--- src/bpm_pkg.sv ---
// ----------------------------------------------------------------------------
// Byte pattern matcher package
// Shared constants, codes, beat types and byte compare helpers.
// ----------------------------------------------------------------------------
`default_nettype none

package bpm_pkg;

    localparam int BPM_MAX_PATTERN = 32;
    localparam int BPM_QUEUE_DEPTH = 2;

    localparam logic [1:0] OP_CLEAR  = 2'd0;
    localparam logic [1:0] OP_APPEND = 2'd1;
    localparam logic [1:0] OP_BUFFER = 2'd2;

    localparam logic [1:0] MODE_EXACT    = 2'd0;
    localparam logic [1:0] MODE_NOCASE   = 2'd1;
    localparam logic [1:0] MODE_RELATIVE = 2'd2;

    localparam logic [1:0] REG_MATCH_MODE  = 2'd0;
    localparam logic [1:0] REG_WILD_ENABLE = 2'd1;
    localparam logic [1:0] REG_WILD_BYTE   = 2'd2;

    localparam logic [31:0] SEEN_MAX = 32'hffff_ffff;

    typedef enum logic [1:0] {
        KIND_NONE,
        KIND_CLEAR,
        KIND_APPEND,
        KIND_BUFFER
    } kind_t;

    typedef struct packed {
        kind_t      kind;
        logic [7:0] data;
    } cmd_t;

    typedef struct packed {
        logic        match;
        logic        first;
        logic [31:0] offset;
    } result_t;

    typedef struct packed {
        logic [1:0] mode;
        logic       wild_en;
        logic [7:0] wild_byte;
    } cfg_t;

    function automatic logic is_upper(input logic [7:0] c);
        return (c >= 8'h41) && (c <= 8'h5a);
    endfunction

    function automatic logic is_letter(input logic [7:0] c);
        return is_upper(c) || ((c >= 8'h61) && (c <= 8'h7a));
    endfunction

    function automatic logic [7:0] to_lower(input logic [7:0] c);
        return is_upper(c) ? c + 8'd32 : c;
    endfunction

    function automatic logic byte_eq(input logic [7:0] p, input logic [7:0] b,
                                     input logic nocase);
        if (nocase && is_letter(p)) begin
            return to_lower(b) == to_lower(p);
        end
        return b == p;
    endfunction

endpackage

`default_nettype wire

--- src/bpm_fifo.sv ---
// ----------------------------------------------------------------------------
// Byte pattern matcher beat queue
// Small register queue with full and empty flags.
// ----------------------------------------------------------------------------
`default_nettype none

module bpm_fifo #(
    parameter int WIDTH = 8,
    parameter int DEPTH = 2
) (
    input  wire logic             clk,
    input  wire logic             rst_n,
    input  wire logic             wr_en,
    input  wire logic [WIDTH-1:0] wr_data,
    output logic                  full,
    input  wire logic             rd_en,
    output logic [WIDTH-1:0]      rd_data,
    output logic                  empty
);

    localparam int PTR_W = (DEPTH > 1) ? $clog2(DEPTH) : 1;
    localparam int CNT_W = $clog2(DEPTH + 1);

    logic [WIDTH-1:0] mem_reg [DEPTH];
    logic [PTR_W-1:0] wr_ptr_reg, wr_ptr_next;
    logic [PTR_W-1:0] rd_ptr_reg, rd_ptr_next;
    logic [CNT_W-1:0] count_reg, count_next;
    logic             wr_fire;
    logic             rd_fire;

    assign full    = count_reg == CNT_W'(DEPTH);
    assign empty   = count_reg == '0;
    assign wr_fire = wr_en && !full;
    assign rd_fire = rd_en && !empty;
    assign rd_data = mem_reg[rd_ptr_reg];

    always_comb
    begin
        wr_ptr_next = wr_ptr_reg;
        rd_ptr_next = rd_ptr_reg;
        count_next  = count_reg;
        if (wr_fire)
        begin
            wr_ptr_next = (wr_ptr_reg == PTR_W'(DEPTH - 1)) ? '0 : wr_ptr_reg + 1'b1;
        end
        if (rd_fire)
        begin
            rd_ptr_next = (rd_ptr_reg == PTR_W'(DEPTH - 1)) ? '0 : rd_ptr_reg + 1'b1;
        end
        if (wr_fire && !rd_fire)
        begin
            count_next = count_reg + 1'b1;
        end
        else if (!wr_fire && rd_fire)
        begin
            count_next = count_reg - 1'b1;
        end
    end

    always_ff @(posedge clk or negedge rst_n)
    begin
        if (!rst_n)
        begin
            wr_ptr_reg <= '0;
            rd_ptr_reg <= '0;
            count_reg  <= '0;
        end
        else
        begin
            wr_ptr_reg <= wr_ptr_next;
            rd_ptr_reg <= rd_ptr_next;
            count_reg  <= count_next;
        end
    end

    always_ff @(posedge clk)
    begin
        if (wr_fire)
        begin
            mem_reg[wr_ptr_reg] <= wr_data;
        end
    end

endmodule

`default_nettype wire

--- src/bpm_front.sv ---
// ----------------------------------------------------------------------------
// Byte pattern matcher front end
// Accepts input beats, decodes the opcode and queues commands for the back end.
// ----------------------------------------------------------------------------
`default_nettype none

module bpm_front
    import bpm_pkg::*;
#(
    parameter int DEPTH = BPM_QUEUE_DEPTH
) (
    input  wire logic       clk,
    input  wire logic       rst_n,
    input  wire logic       push,
    output logic            full,
    input  wire logic [1:0] opcode,
    input  wire logic [7:0] byte_value,
    output cmd_t            cmd,
    output logic            cmd_valid,
    input  wire logic       cmd_take
);

    cmd_t                   cmd_in;
    logic                   cmd_empty;
    logic [$bits(cmd_t)-1:0] cmd_bits;

    always_comb
    begin
        cmd_in.data = byte_value;
        unique case (opcode)
            OP_CLEAR:  cmd_in.kind = KIND_CLEAR;
            OP_APPEND: cmd_in.kind = KIND_APPEND;
            OP_BUFFER: cmd_in.kind = KIND_BUFFER;
            default:   cmd_in.kind = KIND_NONE;
        endcase
    end

    bpm_fifo #(
        .WIDTH ($bits(cmd_t)),
        .DEPTH (DEPTH)
    ) u_cmd_queue (
        .clk     (clk),
        .rst_n   (rst_n),
        .wr_en   (push),
        .wr_data (cmd_in),
        .full    (full),
        .rd_en   (cmd_take),
        .rd_data (cmd_bits),
        .empty   (cmd_empty)
    );

    assign cmd       = cmd_t'(cmd_bits);
    assign cmd_valid = !cmd_empty;

endmodule

`default_nettype wire

--- src/bpm_back.sv ---
// ----------------------------------------------------------------------------
// Byte pattern matcher back end
// Updates pattern, window and counters, then compares all window positions.
// ----------------------------------------------------------------------------
`default_nettype none

module bpm_back
    import bpm_pkg::*;
#(
    parameter int MAX_PATTERN = BPM_MAX_PATTERN
) (
    input  wire logic clk,
    input  wire logic rst_n,
    input  wire cfg_t cfg,
    input  wire cmd_t cmd,
    input  wire logic cmd_valid,
    output logic      cmd_take,
    output result_t   res,
    output logic      res_write,
    input  wire logic res_full
);

    localparam int CNT_W = $clog2(MAX_PATTERN + 1);
    localparam int POS_W = CNT_W + 1;

    logic [7:0]       pat_reg [MAX_PATTERN];
    logic [7:0]       win_reg [MAX_PATTERN];
    logic [CNT_W-1:0] count_reg;
    logic [31:0]      seen_reg;
    logic             found_reg;
    logic             s2_valid_reg;
    logic             s2_buffer_reg;

    logic                   go;
    logic [MAX_PATTERN-1:0] eq_ok;
    logic [MAX_PATTERN-1:0] rel_ok;
    logic [MAX_PATTERN-1:0] in_win;
    logic [MAX_PATTERN-1:0] wild;
    logic [32:0]            span;
    logic                   win_ok;
    logic                   hit;

    assign go        = !res_full;
    assign cmd_take  = go && cmd_valid;
    assign res_write = go && s2_valid_reg;

    always_ff @(posedge clk)
    begin
        if (cmd_take && cmd.kind == KIND_APPEND && count_reg != CNT_W'(MAX_PATTERN))
        begin
            for (int k = 0; k < MAX_PATTERN - 1; k++)
            begin
                pat_reg[k] <= pat_reg[k + 1];
            end
            pat_reg[MAX_PATTERN - 1] <= cmd.data;
        end
    end

    always_ff @(posedge clk or negedge rst_n)
    begin
        if (!rst_n)
        begin
            for (int k = 0; k < MAX_PATTERN; k++)
            begin
                win_reg[k] <= '0;
            end
            count_reg     <= '0;
            seen_reg      <= '0;
            found_reg     <= 1'b0;
            s2_valid_reg  <= 1'b0;
            s2_buffer_reg <= 1'b0;
        end
        else
        begin
            if (go)
            begin
                s2_valid_reg  <= cmd_take;
                s2_buffer_reg <= cmd.kind == KIND_BUFFER;
            end
            if (res_write && res.match)
            begin
                found_reg <= 1'b1;
            end
            if (cmd_take)
            begin
                unique case (cmd.kind)
                    KIND_CLEAR:
                    begin
                        for (int k = 0; k < MAX_PATTERN; k++)
                        begin
                            win_reg[k] <= '0;
                        end
                        count_reg <= '0;
                        seen_reg  <= '0;
                        found_reg <= 1'b0;
                    end
                    KIND_APPEND:
                    begin
                        if (count_reg != CNT_W'(MAX_PATTERN))
                        begin
                            count_reg <= count_reg + 1'b1;
                        end
                    end
                    KIND_BUFFER:
                    begin
                        for (int k = 0; k < MAX_PATTERN - 1; k++)
                        begin
                            win_reg[k] <= win_reg[k + 1];
                        end
                        win_reg[MAX_PATTERN - 1] <= cmd.data;
                        if (seen_reg != SEEN_MAX)
                        begin
                            seen_reg <= seen_reg + 1'b1;
                        end
                    end
                    default:
                    begin
                    end
                endcase
            end
        end
    end

    // pattern and window are right-aligned: position k pairs pattern and window bytes
    always_comb
    begin
        for (int k = 0; k < MAX_PATTERN; k++)
        begin
            in_win[k] = (POS_W'(k) + POS_W'(count_reg)) >= POS_W'(MAX_PATTERN);
            wild[k]   = cfg.wild_en && (pat_reg[k] == cfg.wild_byte);
            eq_ok[k]  = !in_win[k] || wild[k]
                        || byte_eq(pat_reg[k], win_reg[k], cfg.mode == MODE_NOCASE);
        end
        for (int k = 0; k < MAX_PATTERN - 1; k++)
        begin
            rel_ok[k] = !in_win[k] || wild[k]
                        || (({1'b0, win_reg[k]} - {1'b0, win_reg[k + 1]})
                            == ({1'b0, pat_reg[k]} - {1'b0, pat_reg[k + 1]}));
        end
        rel_ok[MAX_PATTERN - 1] = 1'b1;

        span = {1'b0, seen_reg} - 33'(count_reg);
        if (cfg.mode == MODE_RELATIVE)
        begin
            win_ok = (count_reg >= CNT_W'(2)) && (&rel_ok);
        end
        else
        begin
            win_ok = &eq_ok;
        end

        if (!s2_buffer_reg)
        begin
            hit = 1'b0;
        end
        else if (count_reg == '0)
        begin
            hit = cfg.mode != MODE_RELATIVE;
        end
        else
        begin
            hit = !span[32] && win_ok;
        end

        res.match  = hit;
        res.first  = hit && !found_reg;
        res.offset = (hit && count_reg != '0) ? span[31:0] : 32'd0;
    end

endmodule

`default_nettype wire

--- src/byte_pattern_matcher.sv ---
// ----------------------------------------------------------------------------
// Byte pattern matcher
// Streaming search of a buffer for a loaded byte pattern, with exact,
// case-insensitive and relative-difference compare and a single-byte wildcard.
// ----------------------------------------------------------------------------
// Every accepted beat yields exactly one result beat, in order. The block
// sustains one beat per clock while the result queue has room: the window of
// the last MAX_PATTERN buffer bytes is compared against the pattern at all
// positions at once, and that compare sets the rate. Two-entry queues sit on
// both sides; full rises only when the input queue holds two commands because
// the result side is stalled. Non-buffer beats return match 0,
// first_match_res 0 and match_offset 0. Configuration is written directly
// through cfg_write, cfg_index and cfg_data; the user must do so only while
// the block is idle, which the block itself does not enforce.
`default_nettype none

module byte_pattern_matcher
    import bpm_pkg::*;
#(
    parameter int MAX_PATTERN = BPM_MAX_PATTERN,
    parameter int QUEUE_DEPTH = BPM_QUEUE_DEPTH
) (
    input  wire logic        clk,
    input  wire logic        rst_n,
    input  wire logic        cfg_write,
    input  wire logic [1:0]  cfg_index,
    input  wire logic [7:0]  cfg_data,
    input  wire logic        push,
    output logic             full,
    input  wire logic [1:0]  opcode,
    input  wire logic [7:0]  byte_value,
    output logic             empty,
    input  wire logic        pop,
    output logic             match,
    output logic             first_match_res,
    output logic [31:0]      match_offset
);

    cfg_t    cfg_reg;
    cmd_t    cmd;
    logic    cmd_valid;
    logic    cmd_take;
    result_t res;
    logic    res_write;
    logic    res_full;
    result_t res_out;
    logic [$bits(result_t)-1:0] res_bits;

    always_ff @(posedge clk or negedge rst_n)
    begin
        if (!rst_n)
        begin
            cfg_reg <= '0;
        end
        else if (cfg_write)
        begin
            unique case (cfg_index)
                REG_MATCH_MODE:  cfg_reg.mode      <= cfg_data[1:0];
                REG_WILD_ENABLE: cfg_reg.wild_en   <= cfg_data[0];
                REG_WILD_BYTE:   cfg_reg.wild_byte <= cfg_data;
                default:
                begin
                end
            endcase
        end
    end

    bpm_front #(
        .DEPTH (QUEUE_DEPTH)
    ) u_front (
        .clk        (clk),
        .rst_n      (rst_n),
        .push       (push),
        .full       (full),
        .opcode     (opcode),
        .byte_value (byte_value),
        .cmd        (cmd),
        .cmd_valid  (cmd_valid),
        .cmd_take   (cmd_take)
    );

    bpm_back #(
        .MAX_PATTERN (MAX_PATTERN)
    ) u_back (
        .clk       (clk),
        .rst_n     (rst_n),
        .cfg       (cfg_reg),
        .cmd       (cmd),
        .cmd_valid (cmd_valid),
        .cmd_take  (cmd_take),
        .res       (res),
        .res_write (res_write),
        .res_full  (res_full)
    );

    bpm_fifo #(
        .WIDTH ($bits(result_t)),
        .DEPTH (QUEUE_DEPTH)
    ) u_result_queue (
        .clk     (clk),
        .rst_n   (rst_n),
        .wr_en   (res_write),
        .wr_data (res),
        .full    (res_full),
        .rd_en   (pop),
        .rd_data (res_bits),
        .empty   (empty)
    );

    assign res_out         = result_t'(res_bits);
    assign match           = res_out.match;
    assign first_match_res = res_out.first;
    assign match_offset    = res_out.offset;

endmodule

`default_nettype wire

--- config.mk ---
export PLATFORM = sky130hd
export DESIGN_NAME = byte_pattern_matcher
export DESIGN_NICKNAME = d
export VERILOG_FILES = /design/src/bpm_pkg.sv /design/src/bpm_fifo.sv /design/src/bpm_front.sv /design/src/bpm_back.sv /design/src/byte_pattern_matcher.sv
export SDC_FILE = /design/constraint.sdc
export NUM_CORES = 2
export LEC_CHECK = 0
export ABC_CLOCK_PERIOD_IN_PS = 12800
export BUFFER_PORTS_ARGS = -buffer_cell sky130_fd_sc_hd__buf_2
export CORE_UTILIZATION = 60
export CTS_CLUSTER_DIAMETER = 80
export DETAILED_ROUTE_END_ITERATION = 6
export PLACE_DENSITY = 0.72
export RECOVER_POWER = 100
export SETUP_SLACK_MARGIN = 0.4
export SLEW_MARGIN = 0
export SYNTH_ARGS = -nofsm -noshare
export SYNTH_HDL_FRONTEND = slang
export SYNTH_HIERARCHICAL = 1
export SYNTH_SLANG_ARGS = --single-unit
--- constraint.sdc ---
create_clock -name clk -period 12.8 [get_ports clk]
set_input_delay 1.92 -clock clk [delete_from_list [all_inputs] [get_ports clk]]
set_output_delay 1.92 -clock clk [all_outputs]
set_load 0.05 [all_outputs]
-- Yosys cells after proc, flatten, opt, wreduce, memory -nomap -nowiden
Memory sizes are Yosys's and may differ from the RTL's.
Index checks and enable logic that the tools add are counted.
- register bits after elaboration: 316
- bits in latches: 0
- bits in writable memories: 344
- memory bits (read-only): 0
- input bits: 25
- word-level logic and storage cells: 1136
- memories kept: 3
- add/subtract/negate cells: 168
- multiply operators: 0
- divide/modulo/power cells: 0
- order comparisons: 225
- equality and inequality tests: 143
- shift-type cells: 0
- muxes and demuxes: 187
- bitwise operators: 0
- reduce and logical (&&, ||, !) cells: 364
- memory list (memory ; depth ; bits a word ; read ports ; clocked after memory_dff ; wr ports ; line ; text):
    u_back.pat_reg ; 32 ; 8 ; 32 ; 0 ; 32 ; bpm_back.sv:26 ; logic [7:0] pat_reg [MAX_PATTERN];
    u_result_queue.mem_reg ; 2 ; 34 ; 1 ; 0 ; 1 ; bpm_fifo.sv:24 ; logic [WIDTH-1:0] mem_reg [DEPTH];
    u_front.u_cmd_queue.mem_reg ; 2 ; 10 ; 1 ; 0 ; 1 ; bpm_fifo.sv:24 ;
- operators by type and width (cell ; number):
    equality test 8 bit ; 96
    >= comparator 8 x 7 -> 1 bit (second input constant) ; 96
    less-or-equal comparator 8 x 7 -> 1 bit (second input constant) ; 96
    subtractor 8 x 8 -> 9 bit ; 62
    adder 8 x 6 -> 8 bit (second input constant) ; 64
    2-to-1 mux 8 bit ; 64
    one-hot mux 256 bit (2 select lines) ; 1
    equality test 9 bit ; 31
    >= comparator 7 x 6 -> 1 bit (second input constant) ; 31
    logical AND 1 bit ; 177
    logical OR 1 bit ; 127
    adder 5 x 6 -> 7 bit (first input constant) ; 16
    2-to-1 mux 1 bit ; 112
    2-to-1 mux 32 bit ; 2
    one-hot mux 32 bit (2 select lines) ; 1
    adder 4 x 6 -> 7 bit (first input constant) ; 8
    logical NOT 1 bit ; 42
    subtractor 32 x 6 -> 33 bit ; 1
    adder 32 x 1 -> 32 bit (second input constant) ; 1
    inequality test 32 bit (second input constant) ; 1
    AND reduction 32 bit ; 1
    AND reduction 31 bit ; 1
    adder 3 x 6 -> 7 bit (first input constant) ; 4
    adder 2 x 6 -> 7 bit (first input constant) ; 2
    21 further kinds ; 50

-- Longest topological paths before layout
An unclocked memory read counts as a cell.
- depth after elaboration: 17
- gate-level depth with buffers: 17

-- By module
Netlist, hierarchy kept.
- by module, submodules not included (module ; instances ; cells an instance ; area an instance (µm²) ; sequential area each (µm²)):
    bpm_back ; 1 ; 6643 ; 59470.8 ; 15119.5
    bpm_fifo at u_result_queue ; 1 ; 125 ; 2801.4 ; 2142.1
    bpm_fifo at u_front.u_cmd_queue ; 1 ; 50 ; 927.1 ; 700.7
    byte_pattern_matcher ; 1 ; 25 ; 439.2 ; 275.3
    bpm_front ; 1 ; 7 ; 58.8 ; 0.0

-- Least setup slack after synthesis
Ideal clock, no wire load.
- path type: register -> register
- from: register u_front.u_cmd_queue.rd_ptr_reg
- to: register u_back.count_reg[3]
- data arrival time: 7.429 ns
- data required time: 12.665 ns
- setup slack: 5.236 ns
- cell stages (with the launch flop): 9
- period minus slack after synthesis: 7.564 ns
- path through: dfrtp_1 buf_4 mux2_1 nand2b_1 a311o_1 inv_1 nor2_1 o21ai_0 o31ai_1
- RTL lines (what ; line ; text):
    from (decl) ; bpm_fifo.sv:26 ; logic [PTR_W-1:0] rd_ptr_reg, rd_ptr_next;
    from (signal assigned) ; bpm_fifo.sv:71 ; rd_ptr_reg <= rd_ptr_next;
    to (signal assigned) ; bpm_back.sv:101 ; count_reg <= count_reg + 1'b1;
    to (decl) ; bpm_back.sv:28 ; logic [CNT_W-1:0] count_reg;

==> run summary <==
### Global routing
* **via count of the first global-routing pass** 50240
* **first-pass GRT wire length** 288200 µm
* **number of antenna violations at the first check in global routing** 3
* **total congestion overflow after global routing** 0
* **maximum number of pins on one net before global-route repair** 193
* **global routing usage summed across all routing layers** 33.95%

### Pwr
* **Internal Power** 7.787 mW
* **clock share of power** 16.2%
* **power spent charging and discharging nets** 6.681 mW
* **Leakage Power** 27.57 nW
* **Comb pwr share** 56.7%
* **switching power share of the total** 46.18%
* **post-layout total power** 14.47 mW
* **proportion of power drawn by flip-flops and latches** 27.1%
* **maximum vdd drop** 197.4 µV
* **PD cells** 215.1 nW/µm²

### Layout
* **fin util** 63.91%
* **number of cells in the finished layout apart from fillers** 8233
* **layout cells sized above 1** 4.605%
* **NumNets Final** 7527
* **area overhead of the layout relative to synthesis** 5.618%

### Synth
* **area leader, netlist** sky130_fd_sc_hd__edfxtp_1
* **leading cell types by total area after synthesis** sky130_fd_sc_hd__edfxtp_1, sky130_fd_sc_hd__ha_1, sky130_fd_sc_hd__dfrtp_1
* **sequential area share after synthesis** 28.63%
* **number of different library cells in the post-synthesis netlist** 114
* **post-synth design cell area** 63700 µm²
* **mean area per synthesized cell** 9.299 µm²
* **top flip-flop cell by instance count after synthesis** sky130_fd_sc_hd__edfxtp_1
* **area share of the largest cell type after synthesis** 16.22%
* **Mapped Nets** 7605
* **count leader, synth** sky130_fd_sc_hd__xnor2_1
* **async set-or-reset flop fraction in the synthesized netlist** 47.88%
* **number of enable-type register cells in the synthesized netlist** 344
* **commonest cells in the netlist** sky130_fd_sc_hd__xnor2_1, sky130_fd_sc_hd__ha_1, sky130_fd_sc_hd__inv_1
* **number of register bits inferred by synthesis** 660
* **number of instances in the synthesized netlist** 6850
* **count of yosys warnings during synthesis** 6

### Clocking
* **largest buffer count on any clock path** 3
* **clock tree from TritonCTS** built
* **cts hold-fix bufs** 0
* **H-tree depth** 3
* **number of buffers added by the clock tree synthesis step** 81
* **clock-pin slew reported for the worst setup and hold paths after clock tree synthesis** 0.06 ns
* **total number of clock tree sinks** 660
* **postcts setup bufs** 0
* **post-CTS sizing** 0
* **later-pin clock latency in the skew report** 0.69 ns
* **cell chosen for the clock root** sky130_fd_sc_hd__clkbuf_16

### Timing
* **TNS Setup** 0 ns
* **fin crit share** 66.26%
* **shortest clock period the worst path allows after layout** 8.481 ns
* **highest attainable clock frequency** 0.1179 GHz
* **hold slack** 0.4757 ns
* **RSZ-0062 raised after global routing** no
* **Hold Vio Cnt, Final** 0
* **transition time of the tightest slew-check pin** 5.113 ns
* **number of pins with negative max-slew slack in the final report** 769
* **number of setup violations in the final report** 0
* **max-slew headroom at the worst pin** -240.9%
* **setup clock skew after layout** 0.02836 ns

### Die
* **die area** 107500 µm²
* **cell row count** 119
* **Horiz. Die Dim** 327.8 µm
* **y dimension of the die** 327.8 µm
* **area of the placeable core** 105300 µm²
* **number of I/O pins** 61
* **Starting Density** 60.51%

### Setup path
* **worst path required time** 13.38 ns
* **start-to-end type of the worst setup path** flip-flop to flip-flop
* **launching element of the worst setup path** u_front/u_cmd_queue/rd_ptr_reg
* **CP arrival** 9.06 ns
* **type of element capturing the critical path** flip-flop
* **launch instance of the worst register-to-register path** u_front/u_cmd_queue/rd_ptr_reg
* **category of the worst setup path launch point** flip-flop
* **worst-path maximum fanout** 192

### Worst hold path
* **path category of the worst min-delay check** flip-flop to flip-flop
* **Worst Min Path Start** u_back/s2_valid_reg

### Status
* **violations in the final reports** max-capacitance violations, max-slew violations
* **run status** complete, but fails checks

### Routing
* **overall routed net length** 186500 µm
* **per-cell via count in the routed design** 6.445
* **post-detailed-route wirelength per cell** 22.65 µm
* **initial detailed-routing violation count** 4514
* **count of unresolved DRC violations after routing** 0
* **via count** 53060
* **First-pass DRT Iterations** 7
* **Routed Antenna Nets** 0

### Run
* **number of violations of the max-capacitance limit** 11

### Placed design
* **estimated wirelength of the detail-placed design** 137600 µm
* **Placer Congestion** 0.9995
* **number of placed instances, taps included** 8080
* **Port-buffer cells** 60

## layer usage
metal / vias to the layer above / part of all wire [%] / track usage [%]
met2: 2056 / 46 / 54.86
met5: - / 0.024 / 0
li1: 24670 / - / -
met3: 423 / 7.7 / 5.477
met1: 25910 / 43 / 45.85
met4: 6 / 3.8 / 12.27
## power by group through the flow
stage	logic [mW]	registers, mW	clock network, mW
floorplan	6.94	3.39	0
global placement	8.08	3.89	0
detailed placement	8.22	3.90	0
CTS	8.28	3.87	2.37
global route	8.99	3.98	2.45
finish	8.20	3.93	2.34
## stage by stage
stage	worst slack, ns	instance area (µm²)
floorplan	5.236	63700
global route	3.748	67270
CTS	7.267	67690
finish	4.319	67280
global placement	7.481	65000
detailed placement	7.311	65000
## cell usage in the layout, fill, tap and decap left out, drive strengths merged, types with 41 or more instances in the layout
cell type  count
nor2b        111
o41ai         52
nor3         180
or3           52
dfrtp        316
nor2         308
o21ai        303
nand2b       109
nor4         123
nand4         89
or4           61
edfxtp       344
a22o         261
o31ai         50
ha           667
a21o          71
clkbuf       113
xnor2        749
o21a          65
a31oi        103
fa            63
inv          598
a21oi        339
mux2          59
buf           82
o211ai        41
nand2        269
and3          41
nand3        158
xor2         468
## critical path, stage by stage, from the launching register on
cell and delay, ns:
sky130_fd_sc_hd__dfrtp_1 0.66, sky130_fd_sc_hd__mux2_1 0.56, sky130_fd_sc_hd__nand2_1 0.44, sky130_fd_sc_hd__nor2_4 0.17, sky130_fd_sc_hd__clkbuf_1 2.32, sky130_fd_sc_hd__clkbuf_2 3.22, sky130_fd_sc_hd__a22o_1 0.44
## cells by family after synthesis
logic type / count (synthesis) / share of synthesized area [%]
simple gates: 1640 / 13.98
xor+xnor: 1237 / 17.46
buf+inv: 858 / 5.313
flops: 660 / 28.63
mux: 88 / 1.689
fa+ha+maj: 730 / 15.08
compound gates: 1637 / 17.85
## area by class of cell
cell class | instances | area [µm²]
Antenna cell | 1 | 2.502
Clock buffer | 93 | 2082
Clock inverter | 59 | 609.3
Fill cell | 8826 | 37990
Inverter | 595 | 2235
Multi-Input combinational cell | 5332 | 41780
Sequential cell | 660 | 18250
Tap cell | 1391 | 1740
Timing Repair Buffer | 102 | 576.8
## final timing paths
check	to	slack (ns)	cells past startpoint
hold reg to reg	u_back/s2_valid_reg	0.48	2
min in group asynchronous	u_back/win_reg[234]	3.08	1
setup / recovery	u_back/win_reg[162]	4.32	6
max in group asynchronous	u_back/win_reg[136]	6.03	3
hold / removal	u_back/s2_valid_reg	0.48	2
setup reg to reg	u_back/win_reg[162]	4.32	6
Note: power is estimated with default switching activity, not from simulation.
